### src/design/assert_macros.svh
// Assertion macros for the design files; only step_delta_reporter.sv includes them.
`ifndef ASSERT_MACROS_SVH
`define ASSERT_MACROS_SVH

// Same-cycle implication, checked out of reset.
`define SDR_ASSERT_NOW(label, clk, rstn, ante, cons) \
    label: assert property (@(posedge clk) disable iff (!(rstn)) (ante) |-> (cons)) \
        else $error("same-cycle check failed");

// Next-cycle implication, checked out of reset.
`define SDR_ASSERT_NEXT(label, clk, rstn, ante, cons) \
    label: assert property (@(posedge clk) disable iff (!(rstn)) (ante) |=> (cons)) \
        else $error("next-cycle check failed");

`endif

### src/design/sdr_pkg.sv
// Types, codes and the pending-delta update shared by the step delta reporter.
package sdr_pkg;

    localparam logic [31:0] DEADLINE_GAP = 32'd60;
    localparam logic signed [31:0] INT32_MIN_C = 32'sh8000_0000;
    localparam logic signed [31:0] INT32_MAX_C = 32'sh7FFF_FFFF;
    localparam logic [31:0] UINT32_MAX_C = 32'hFFFF_FFFF;
    localparam logic signed [31:0] FIXED_UNAVAIL = INT32_MIN_C;

    typedef enum logic [1:0] {
        OP_CTX    = 2'd0,
        OP_READ   = 2'd1,
        OP_PREP   = 2'd2,
        OP_FINISH = 2'd3
    } op_t;

    typedef enum logic [1:0] {
        AV_UNKNOWN     = 2'd0,
        AV_AVAILABLE   = 2'd1,
        AV_UNAVAILABLE = 2'd2
    } avail_t;

    typedef struct packed {
        op_t                op;
        logic               step_src_on;
        logic               proj_ok;
        logic               rec_live;
        logic               snap_new;
        logic [31:0]        recording_low;
        logic [31:0]        recording_high;
        logic               may_deliver;
        logic               accessible;
        logic signed [63:0] total_steps;
        logic [31:0]        now_time;
    } item_t;

    typedef struct packed {
        logic               render;
        logic               sample_req;
        logic               prep_dropped;
        logic               packet_valid;
        logic [31:0]        packet_rec_low;
        logic [31:0]        packet_rec_high;
        logic [31:0]        packet_sequence;
        logic signed [31:0] packet_delta;
        logic               deadline_valid;
        logic [31:0]        next_deadline;
        logic               is_available;
        logic               has_outbound;
    } result_t;

    typedef struct packed {
        logic               flag;
        logic [63:0]        rec;
        logic signed [31:0] sum;
    } pend_t;

    typedef struct packed {
        logic [3:0]         ctx;
        logic [63:0]        cur_rec;
        avail_t             avail;
        pend_t              pend;
        logic               bl_valid;
        logic [30:0]        bl_count;
        logic               dl_set;
        logic [31:0]        dl_time;
        logic               prep_flag;
        logic [63:0]        prep_rec;
        logic [31:0]        prep_seq;
        logic signed [31:0] prep_delta;
        logic [31:0]        next_seq;
        logic               seq_exh;
    } state_t;

    // Folds one delta into the pending packet of the current recording.
    function automatic pend_t add_delta(input pend_t p, input logic [63:0] cur_rec,
                                        input logic signed [31:0] delta,
                                        input logic signed [31:0] code);
        pend_t r;
        logic signed [32:0] s;
        r = p;
        s = {p.sum[31], p.sum} + {delta[31], delta};
        if (cur_rec != 64'd0) begin
            if (!r.flag || r.rec != cur_rec) begin
                r.flag = 1'b0;
                r.sum = '0;
            end
            if (delta == code) begin
                r.sum = code;
            end else if (!r.flag || r.sum == code) begin
                r.sum = delta;
            end else if (s[32] != s[31]) begin
                r.sum = s[32] ? INT32_MIN_C : INT32_MAX_C;
            end else begin
                r.sum = s[31:0];
            end
            r.rec = cur_rec;
            r.flag = 1'b1;
        end
        return r;
    endfunction

endpackage

### src/design/step_delta_reporter.sv
// Top level of the step delta reporter: stream ports, register port and item pipeline.
//
//   Port group   Direction  Carries
//   s_*          in         one item per transfer, op in s_tuser
//   m_*          out        one result per transfer
//   APB          in/out     unavailable_code register at any address with paddr[2] low
//
// Each item passes from input transfer to result through an input register,
// then one pass of next-state logic into the result register.
// One item is accepted per cycle; the result register holds a valid result while m_tready is low,
// and the input register keeps taking an item as long as the result can move on.
// Reset is synchronous on aresetn low and clears the valid flags and the state register; unavailable_code
// returns to the most negative 32-bit value.
module step_delta_reporter
    import sdr_pkg::*;
(
    input  logic         aclk,
    input  logic         aresetn,
    input  logic         s_tvalid,
    output logic         s_tready,
    // [0] step_src_on, [1] proj_ok, [2] rec_live,
    // [3] snap_new, [35:4] recording_low, [67:36] recording_high,
    // [68] may_deliver, [69] accessible, [133:70] total_steps,
    // [165:134] now_time, [167:166] zero
    input  logic [167:0] s_tdata,
    // [1:0] op
    input  logic [1:0]   s_tuser,
    output logic         m_tvalid,
    input  logic         m_tready,
    // [0] render, [1] sample_req, [2] prep_dropped, [3] packet_valid,
    // [35:4] packet_rec_low, [67:36] packet_rec_high, [99:68] packet_sequence,
    // [131:100] packet_delta, [132] deadline_valid, [164:133] next_deadline,
    // [165] is_available, [166] has_outbound, [167] zero
    output logic [167:0] m_tdata,
    input  logic         psel,
    input  logic         penable,
    input  logic         pwrite,
    input  logic [2:0]   paddr,
    input  logic [31:0]  pwdata,
    output logic [31:0]  prdata,
    output logic         pready
);

    `include "assert_macros.svh"

    logic               in_valid_reg;
    logic               in_valid_next;
    item_t              item_reg;
    item_t              item_next;
    logic               out_valid_reg;
    logic               out_valid_next;
    result_t            res_reg;
    result_t            res_next;
    state_t             state_reg;
    state_t             state_next;
    logic signed [31:0] code_reg;
    logic               s_accept;
    logic               advance;
    logic               cfg_write;

    assign pready = 1'b1;
    assign cfg_write = psel && penable && pwrite && pready;
    assign prdata = (paddr[2] == 1'b0) ? code_reg : 32'd0;

    assign advance = in_valid_reg && (!out_valid_reg || m_tready);
    assign s_tready = !in_valid_reg || advance;
    assign s_accept = s_tvalid && s_tready;

    assign item_next.op = op_t'(s_tuser);
    assign item_next.step_src_on = s_tdata[0];
    assign item_next.proj_ok = s_tdata[1];
    assign item_next.rec_live = s_tdata[2];
    assign item_next.snap_new = s_tdata[3];
    assign item_next.recording_low = s_tdata[35:4];
    assign item_next.recording_high = s_tdata[67:36];
    assign item_next.may_deliver = s_tdata[68];
    assign item_next.accessible = s_tdata[69];
    assign item_next.total_steps = s_tdata[133:70];
    assign item_next.now_time = s_tdata[165:134];

    sdr_step u_step (
        .cur_state    (state_reg),
        .item         (item_reg),
        .unavail_code (code_reg),
        .next_state   (state_next),
        .result       (res_next)
    );

    always_comb begin
        in_valid_next = in_valid_reg;
        if (s_accept) begin
            in_valid_next = 1'b1;
        end else if (advance) begin
            in_valid_next = 1'b0;
        end
        out_valid_next = out_valid_reg;
        if (advance) begin
            out_valid_next = 1'b1;
        end else if (m_tready) begin
            out_valid_next = 1'b0;
        end
    end

    always_ff @(posedge aclk) begin
        if (!aresetn) begin
            in_valid_reg <= 1'b0;
            out_valid_reg <= 1'b0;
            state_reg <= '0;
            code_reg <= INT32_MIN_C;
        end else begin
            in_valid_reg <= in_valid_next;
            out_valid_reg <= out_valid_next;
            if (advance) begin
                state_reg <= state_next;
            end
            if (cfg_write && (paddr[2] == 1'b0)) begin
                code_reg <= pwdata;
            end
        end
    end

    always_ff @(posedge aclk) begin
        if (s_accept) begin
            item_reg <= item_next;
        end
        if (advance) begin
            res_reg <= res_next;
        end
    end

    assign m_tvalid = out_valid_reg;
    assign m_tdata = {1'b0, res_reg.has_outbound, res_reg.is_available,
                      res_reg.next_deadline, res_reg.deadline_valid,
                      res_reg.packet_delta, res_reg.packet_sequence,
                      res_reg.packet_rec_high, res_reg.packet_rec_low,
                      res_reg.packet_valid, res_reg.prep_dropped,
                      res_reg.sample_req, res_reg.render};

    `SDR_ASSERT_NOW(a_exh_seq_max, aclk, aresetn, state_reg.seq_exh,
                    state_reg.next_seq == UINT32_MAX_C)
    `SDR_ASSERT_NOW(a_pend_has_rec, aclk, aresetn, state_reg.pend.flag,
                    state_reg.pend.rec != 64'd0)
    `SDR_ASSERT_NOW(a_no_packet_zero, aclk, aresetn, m_tvalid && !res_reg.packet_valid,
                    res_reg.packet_sequence == 32'd0 && res_reg.packet_delta == 32'sd0)
    `SDR_ASSERT_NEXT(a_advance_shows, aclk, aresetn, advance, m_tvalid)

endmodule

### src/design/sdr_step.sv
// Next-state and result logic for one item of the step delta reporter.
module sdr_step
    import sdr_pkg::*;
(
    input  state_t             cur_state,
    input  item_t              item,
    input  logic signed [31:0] unavail_code,
    output state_t             next_state,
    output result_t            result
);

    logic [63:0] rec;
    logic        act;
    logic        changed;
    logic        sampling_old;
    logic        sampling_new;
    logic        good;
    logic [30:0] steps;
    logic [30:0] diff;
    logic        dv;
    state_t      ns;
    result_t     res;

    always_comb begin
        ns = cur_state;
        res = '0;
        rec = {item.recording_high, item.recording_low};
        act = item.rec_live && (rec != 64'd0);
        changed = (cur_state.ctx[2] != act) || (act && (cur_state.cur_rec != rec));
        sampling_old = (cur_state.ctx == 4'hF) && (cur_state.cur_rec != 64'd0);
        good = item.accessible && (item.total_steps[63:31] == 33'd0);
        steps = item.total_steps[30:0];
        diff = (steps >= cur_state.bl_count) ? steps - cur_state.bl_count : steps;

        unique case (item.op)
            OP_CTX: begin
                if (changed) begin
                    ns.pend.flag = 1'b0;
                    if (cur_state.prep_flag && (cur_state.prep_rec != rec)
                        && !item.may_deliver) begin
                        ns.prep_flag = 1'b0;
                        res.prep_dropped = 1'b1;
                    end
                    ns.bl_valid = 1'b0;
                    ns.avail = AV_UNKNOWN;
                    ns.dl_set = 1'b0;
                end
                ns.ctx = {item.snap_new, act, item.proj_ok,
                          item.step_src_on};
                ns.cur_rec = act ? rec : 64'd0;
                if (!((ns.ctx == 4'hF) && (ns.cur_rec != 64'd0))) begin
                    ns.bl_valid = 1'b0;
                    ns.dl_set = 1'b0;
                    if (act && (ns.avail != AV_UNAVAILABLE)) begin
                        ns.avail = AV_UNAVAILABLE;
                        ns.pend = add_delta(ns.pend, ns.cur_rec, FIXED_UNAVAIL,
                                            FIXED_UNAVAIL);
                        res.render = 1'b1;
                    end
                end else if (!ns.dl_set) begin
                    res.sample_req = 1'b1;
                end
            end
            OP_READ: begin
                if (sampling_old) begin
                    ns.dl_set = 1'b1;
                    ns.dl_time = item.now_time + DEADLINE_GAP;
                    if (!good) begin
                        ns.bl_valid = 1'b0;
                        if (cur_state.avail != AV_UNAVAILABLE) begin
                            ns.avail = AV_UNAVAILABLE;
                            ns.pend = add_delta(ns.pend, cur_state.cur_rec, unavail_code,
                                                unavail_code);
                            res.render = 1'b1;
                        end
                    end else begin
                        ns.bl_count = steps;
                        ns.bl_valid = 1'b1;
                        if (cur_state.avail != AV_AVAILABLE) begin
                            ns.avail = AV_AVAILABLE;
                            ns.pend = add_delta(ns.pend, cur_state.cur_rec, 32'sd0,
                                                unavail_code);
                            res.render = 1'b1;
                        end
                        if (cur_state.bl_valid && (diff != 31'd0)) begin
                            ns.pend = add_delta(ns.pend, cur_state.cur_rec, {1'b0, diff},
                                                unavail_code);
                        end
                    end
                end
            end
            OP_PREP: begin
                if (cur_state.prep_flag) begin
                    res.packet_valid = 1'b1;
                end else if (cur_state.pend.flag && !cur_state.seq_exh) begin
                    ns.prep_rec = cur_state.pend.rec;
                    ns.prep_seq = cur_state.next_seq;
                    ns.prep_delta = cur_state.pend.sum;
                    ns.pend.flag = 1'b0;
                    ns.prep_flag = 1'b1;
                    if (cur_state.next_seq == UINT32_MAX_C) begin
                        ns.seq_exh = 1'b1;
                    end else begin
                        ns.next_seq = cur_state.next_seq + 32'd1;
                    end
                    res.packet_valid = 1'b1;
                end
                if (res.packet_valid) begin
                    res.packet_rec_low = ns.prep_rec[31:0];
                    res.packet_rec_high = ns.prep_rec[63:32];
                    res.packet_sequence = ns.prep_seq;
                    res.packet_delta = ns.prep_delta;
                end
            end
            OP_FINISH: begin
                ns.prep_flag = 1'b0;
            end
            default: begin
                ns = cur_state;
            end
        endcase

        sampling_new = (ns.ctx == 4'hF) && (ns.cur_rec != 64'd0);
        dv = sampling_new && ns.dl_set;
        res.deadline_valid = dv;
        res.next_deadline = dv ? ns.dl_time : 32'd0;
        res.is_available = (ns.avail == AV_AVAILABLE);
        res.has_outbound = ns.pend.flag || ns.prep_flag;
    end

    assign next_state = ns;
    assign result = res;

endmodule

### config.mk
export PLATFORM = sky130hd
export DESIGN_NAME = step_delta_reporter
export DESIGN_NICKNAME = d
export VERILOG_FILES = /design/src/design/sdr_pkg.sv /design/src/design/step_delta_reporter.sv /design/src/design/sdr_step.sv
export VERILOG_INCLUDE_DIRS = /design/src /design/src/design
export SDC_FILE = /design/constraint.sdc
export NUM_CORES = 2
export LEC_CHECK = 0
export BUFFER_PORTS_ARGS = -buffer_cell sky130_fd_sc_hd__clkbuf_2
export CAP_MARGIN = 20
export CORE_UTILIZATION = 60
export CTS_CLUSTER_DIAMETER = 100
export CTS_CLUSTER_SIZE = 20
export DETAILED_ROUTE_END_ITERATION = 10
export PLACE_DENSITY = 0.88
export SLEW_MARGIN = 20
export SYNTH_ARGS = -nofsm -noshare
export SYNTH_HDL_FRONTEND = slang
export SYNTH_SLANG_ARGS = --single-unit
### constraint.sdc
create_clock -name aclk -period 11.5 [get_ports aclk]
set_clock_uncertainty 0.1 [all_clocks]
set_input_delay 2.3 -clock aclk [delete_from_list [all_inputs] [get_ports aclk]]
set_output_delay 2.3 -clock aclk [all_outputs]
set_load 0.005 [all_outputs]
# Word level (Yosys, flattened, before mapping)
# Cells that the tools add are included.
# word_totals
inputBits	212
reg_bits	763
word_cells	215
output_inout_bits	203
# op_classes
n_reduce_logical	53
bitwise_logic	3
eq_ne	27
order_cmp	1
add_sub_neg	4
muxes	85
# op_table
cell	count
two-way mux 32 bit	21
two-way mux 99 bit	6
two-way mux 97 bit	5
two-way mux 162 bit	2
!= test 64 bit	4
nonzero test 64 bit	4
two-way mux 100 bit	2
one-hot mux 97 bit (2 select lines)	1
two-way mux 164 bit	1
equality test 32 bit	3
two-way mux 68 bit	1
two-way mux 64 bit	1
two-way mux 31 bit	2
two-way mux 1 bit	36
adder 32 x 32 -> 33 bit	1
logical NOT 33 bit	1
adder 32 x 1 -> 32 bit (second input constant)	1
adder 32 x 6 -> 32 bit (second input constant)	1
equality test 32 bit (second input constant)	1
logical NOT 32 bit	1
>= comparator 31 bit	1
nonzero test 31 bit	1
subtractor 31 bit	1
logical AND 1 bit	17
other kinds (21)	58

# Longest topological paths before layout
# depth
depth_word	35
depth_mapped	41
mapped_depth_nobuf	34

# Modules after synthesis
# Synthesis repeated with hierarchy kept, for this count alone.
# unflattened
hier_cells	5503
area_unflattened_um2	47118.9
# by_module_without_submodules
module	n_inst	area_each_um2	cells_each	seq_area_each_um2
step_delta_reporter	1	27227.4	2232	18627.9
sdr_step	1	19891.6	3271	0.0

# Worst setup path after synthesis
# Ideal clock, no wire load.
# synth_path
kind	register to register
start	reg state_reg[346] (netlist bit)
end	reg state_reg[244] (netlist bit)
path_buffers	5
path_stages_with_launch	36
setup_slack_ns	3.333
synth_period_minus_slack_ns	8.167
setup_ns	0.115
required_time_ns	11.285
arrival_ns	7.952
path_cell_list	dfxtp_1 > nor2b_1 > a2111o_1 > nor4_2 > and4_1 > nand2_1 > o22a_1 > or4_1 > or4_4 > clkbuf_1 > a21oi_1 > clkbuf_1 > clkbuf_1 > nor2b_1 > ha_1 > a21o_1 > a21o_1 > a21oi_1 > nor3b_1 > a21o_1 > nand3_1 > a31o_2 > a41o_1 > a2111oi_0 > nor3_1 > and2_1 > nor2_1 > ha_1 > clkbuf_1 > inv_1 > a211oi_1 > clkbuf_1 > a21oi_1 > mux2i_1 > o21ai_0 > and3_1
# synth_between
elab_chain_len	32
word_cells_on_any_way	66
cone_classes	1 x add/sub; 10 x eq/ne; 42 x mux; 13 x reduce/logical
# synth_lines
item	line_no	source
start: declaration	step_delta_reporter.sv:54	state_t state_reg;
start signal: assignment	step_delta_reporter.sv:114	state_reg <= state_next;
branches (longest 32 deep; another with != test 64 bit)	--	
# Parallel ways; which one is timed is not known. The select of a mux whose other input is x is not followed.
# A chain may end at the register's enable or synchronous reset.

# Worst setup path after layout
# layout_path
start	reg state_reg[388] (netlist bit)
end	reg state_reg[231] (netlist bit)
# Same word-level chain as after synthesis.

==> results.ini <==
[sta]
fin_crit_sh_pct = 90.58
grt_setup_unrepaired = false
fin_setup_tns_ns = 0
hold_viol_final = 0
setup_violations = 0
drv_slew = 0
max_slew.worst_pin.slew_ns = 1.167
holdWs_ns = 0.3672
max_freq_mhz = 96.00
period_needed_ns = 10.42
slew_headroom_pct = 22.03

[cts]
ctsHoldBuffers = 0
clk_latency_ns = 0.65
h-tree-depth = 2
clkSlewWorstSetupHoldPaths_ns = 0.09
clock-sinks = 763
cts_setup_buffers = 0
clockBufferDepth = 3
root_buffer = clkbuf_16
cts_buffers = 45
cts-resized-gates = 0
cts_tree = done

[route]
drtIter0Drc = 5983
vias_per_cell = 6.536
ant_nets = 0
first_pass_iters = 6
wire_per_inst_um = 23.77
drc = 0
wl_um = 138600
vias = 38110

[global_route]
busiest_layer = met2
antenna_found_initial = 2
grtUsageTotal_pct = 38.54
grt_pass1_wl_um = 208100
grt_pass1_vias = 34690
use_met3_pct = 10.64
grtUsageMet2_pct = 57.24
grt_max_degree = 129
grt_overflow = 0
grt_use_met1_pct = 52.95

[setup_path]
cp_common_cell = buf_4
r2r_setup_slack_ns = 1.08
startpoint_type = register
crit_path_end_kind = register
endpoint = state_reg[231]
path_max_fanout = 32
cp-startpoint = state_reg[388]
reg2reg_from = state_reg[388]
worstPathRequired_ns = 11.91
critPathKind = reg -> reg
reg2reg_to = state_reg[231]
critical_path_arrival_ns = 10.83
rr_worst_depth = 33
critPathMaxStageDelay_ns = 0.67
slowest_stage = or4_4

[power_and_ir_drop]
pwr-share-clk_pct = 32.1
vdd_drop_max_mv = 0.1409
p_leak_nw = 15.89
p_per_area_nw_per_um2 = 120.9
p_int_mw = 3.941
p_seq_share_pct = 55.3
power_switching_mw = 1.489
comb_power_share_pct = 12.6
swShare_pct = 27.42

[status]
status = finished, final reports clean

[die]
die_y_um = 263.8
rows = 95
start_util_pct = 60.93
die_x_um = 263.8
core-area_sq_um = 67510
dieArea_sq_um = 69610
boundaryPins = 415

[yosys]
netlist_instances = 4758
yosys_warnings = 0
synth.distinct_cells = 91
synth-async-reset-ratio_pct = 0
ys.flop_type = dfxtp_1
synth_edf_count = 335
seq_area_frac_synth_pct = 45.28
avgSynthCellArea_sq_um = 8.646
synth-seq-cells = 763
synth_area_sq_um = 41140
synth_nets = 5038

[layout]
drive_gt1_share_pct = 11.80
mostFrequentLayoutCells = nand2_1 (912), dfxtp_1 (428), clkbuf_2 (407), a21oi_1 (381), edfxtp_1 (335)
area_growth_pct = 9.170
fin_nets = 5200
largest_reg_flops = 394
fill_cells = 5459
final_common_cell = nand2_1

[placed_design]
dpl.hpwl_um = 97170
globalplace.congestion = 1.036
io_buffers = 408

[min_path]
hold_path_class = reg -> reg

[job]
cap_violations = 0

-- metrics by stage --
stage               instance area [sq um]  power [mW]  util (%)  instances  worst slack (ns)
floorplan                           41140       3.453         -       4758             3.333
global placement                    43480       3.702     64.41       5745             1.690
detailed placement                  43480       3.710     64.41       5745             1.529
CTS                                 44890       5.407     66.49       5828             1.467
global route                        44900       5.576     66.51       5829            0.8472
finish                              44910       5.430     66.52       5831             1.084
-- synthesized netlist by cell type, types with 20 or more instances --
library cell / n / area (sq um)
or3_1: 21 / 131.4
and3_1: 20 / 125.1
o22ai_1: 45 / 281.5
a211oi_1: 34 / 255.2
xor2_1: 132 / 1156
a221oi_1: 27 / 236.5
dfxtp_1: 428 / 8568
nor3_1: 77 / 385.4
xnor2_1: 175 / 1533
ha_1: 66 / 825.8
nor2b_1: 65 / 406.6
nand2b_1: 41 / 256.5
a21o_1: 28 / 210.2
o21ai_0: 163 / 815.8
clkbuf_1: 322 / 1209
o211a_1: 31 / 310.3
edfxtp_1: 335 / 10060
nand4_1: 76 / 475.5
a22oi_1: 64 / 480.5
a21oi_1: 383 / 1917
nand3_1: 143 / 715.7
a31oi_1: 45 / 281.5
nor4_1: 99 / 619.3
o211ai_1: 35 / 262.8
inv_1: 110 / 412.9
nand2_1: 916 / 3438
and2_1: 54 / 337.8
a21boi_0: 264 / 1982
nor2_1: 265 / 994.7
-- power by group through the flow --
| stage | registers [mW] | logic (mW) | clock network (mW) |
|---|---|---|---|
| global route | 3.01 | 0.721 | 1.85 |
| detailed placement | 3.06 | 0.652 | 0 |
| CTS | 3.00 | 0.655 | 1.76 |
| global placement | 3.06 | 0.647 | 0 |
| finish | 3.00 | 0.682 | 1.75 |
| floorplan | 3.02 | 0.432 | 0 |
-- logic make-up after synthesis --
family,share of synthesized area (%)
XOR/XNOR,6.704
multiplexers,0.5718
buffers and inverters,4.377
flip-flops,45.28
AO/OA/AOI/OAI,20.15
adder cells (fa/ha/maj),2.105
AND/OR/NAND/NOR,20.79
other,0.01826
-- critical path, delay by kind of cell, from the launching register on --
family | cells | cell delay [ns]
XOR/XNOR | 1 | 0.60
AO/OA/AOI/OAI | 11 | 3.27
adder cells (fa/ha/maj) | 3 | 0.71
buffers and inverters | 4 | 0.90
flip-flops | 1 | 0.41
AND/OR/NAND/NOR | 14 | 4.23
-- routing by layer --
| layer | wire [um] | part of all wire, % |
|---|---|---|
| met1 | 54280 | 39 |
| met2 | 59180 | 43 |
| met3 | 18830 | 14 |
| met4 | 6301 | 4.5 |
| met5 | 24 | 0.017 |
-- worst min-delay path by stage --
stage / startpoint / endpoint / cells past startpoint
after floorplan: state_reg[196] / state_reg[196] / 2
after CTS: state_reg[212] / state_reg[212] / 2
after global routing: state_reg[199] / state_reg[199] / 2
after detailed placement: state_reg[212] / state_reg[212] / 2
after global placement: state_reg[198] / state_reg[198] / 2
final: state_reg[199] / state_reg[199] / 2
-- layout make-up --
type,instances,area (sq um),area share [%]
well taps,873,1092,2.432
flip-flops and latches,763,18630,41.48
multi-input cells,3528,20820,46.36
diodes,2,5.005,0.01114
repair buffers,472,2536,5.647
clock buffers,75,1249,2.780
clock inverters,8,160.2,0.3566
inverters,110,420.4,0.9361
(Power assumes the default switching activity.)
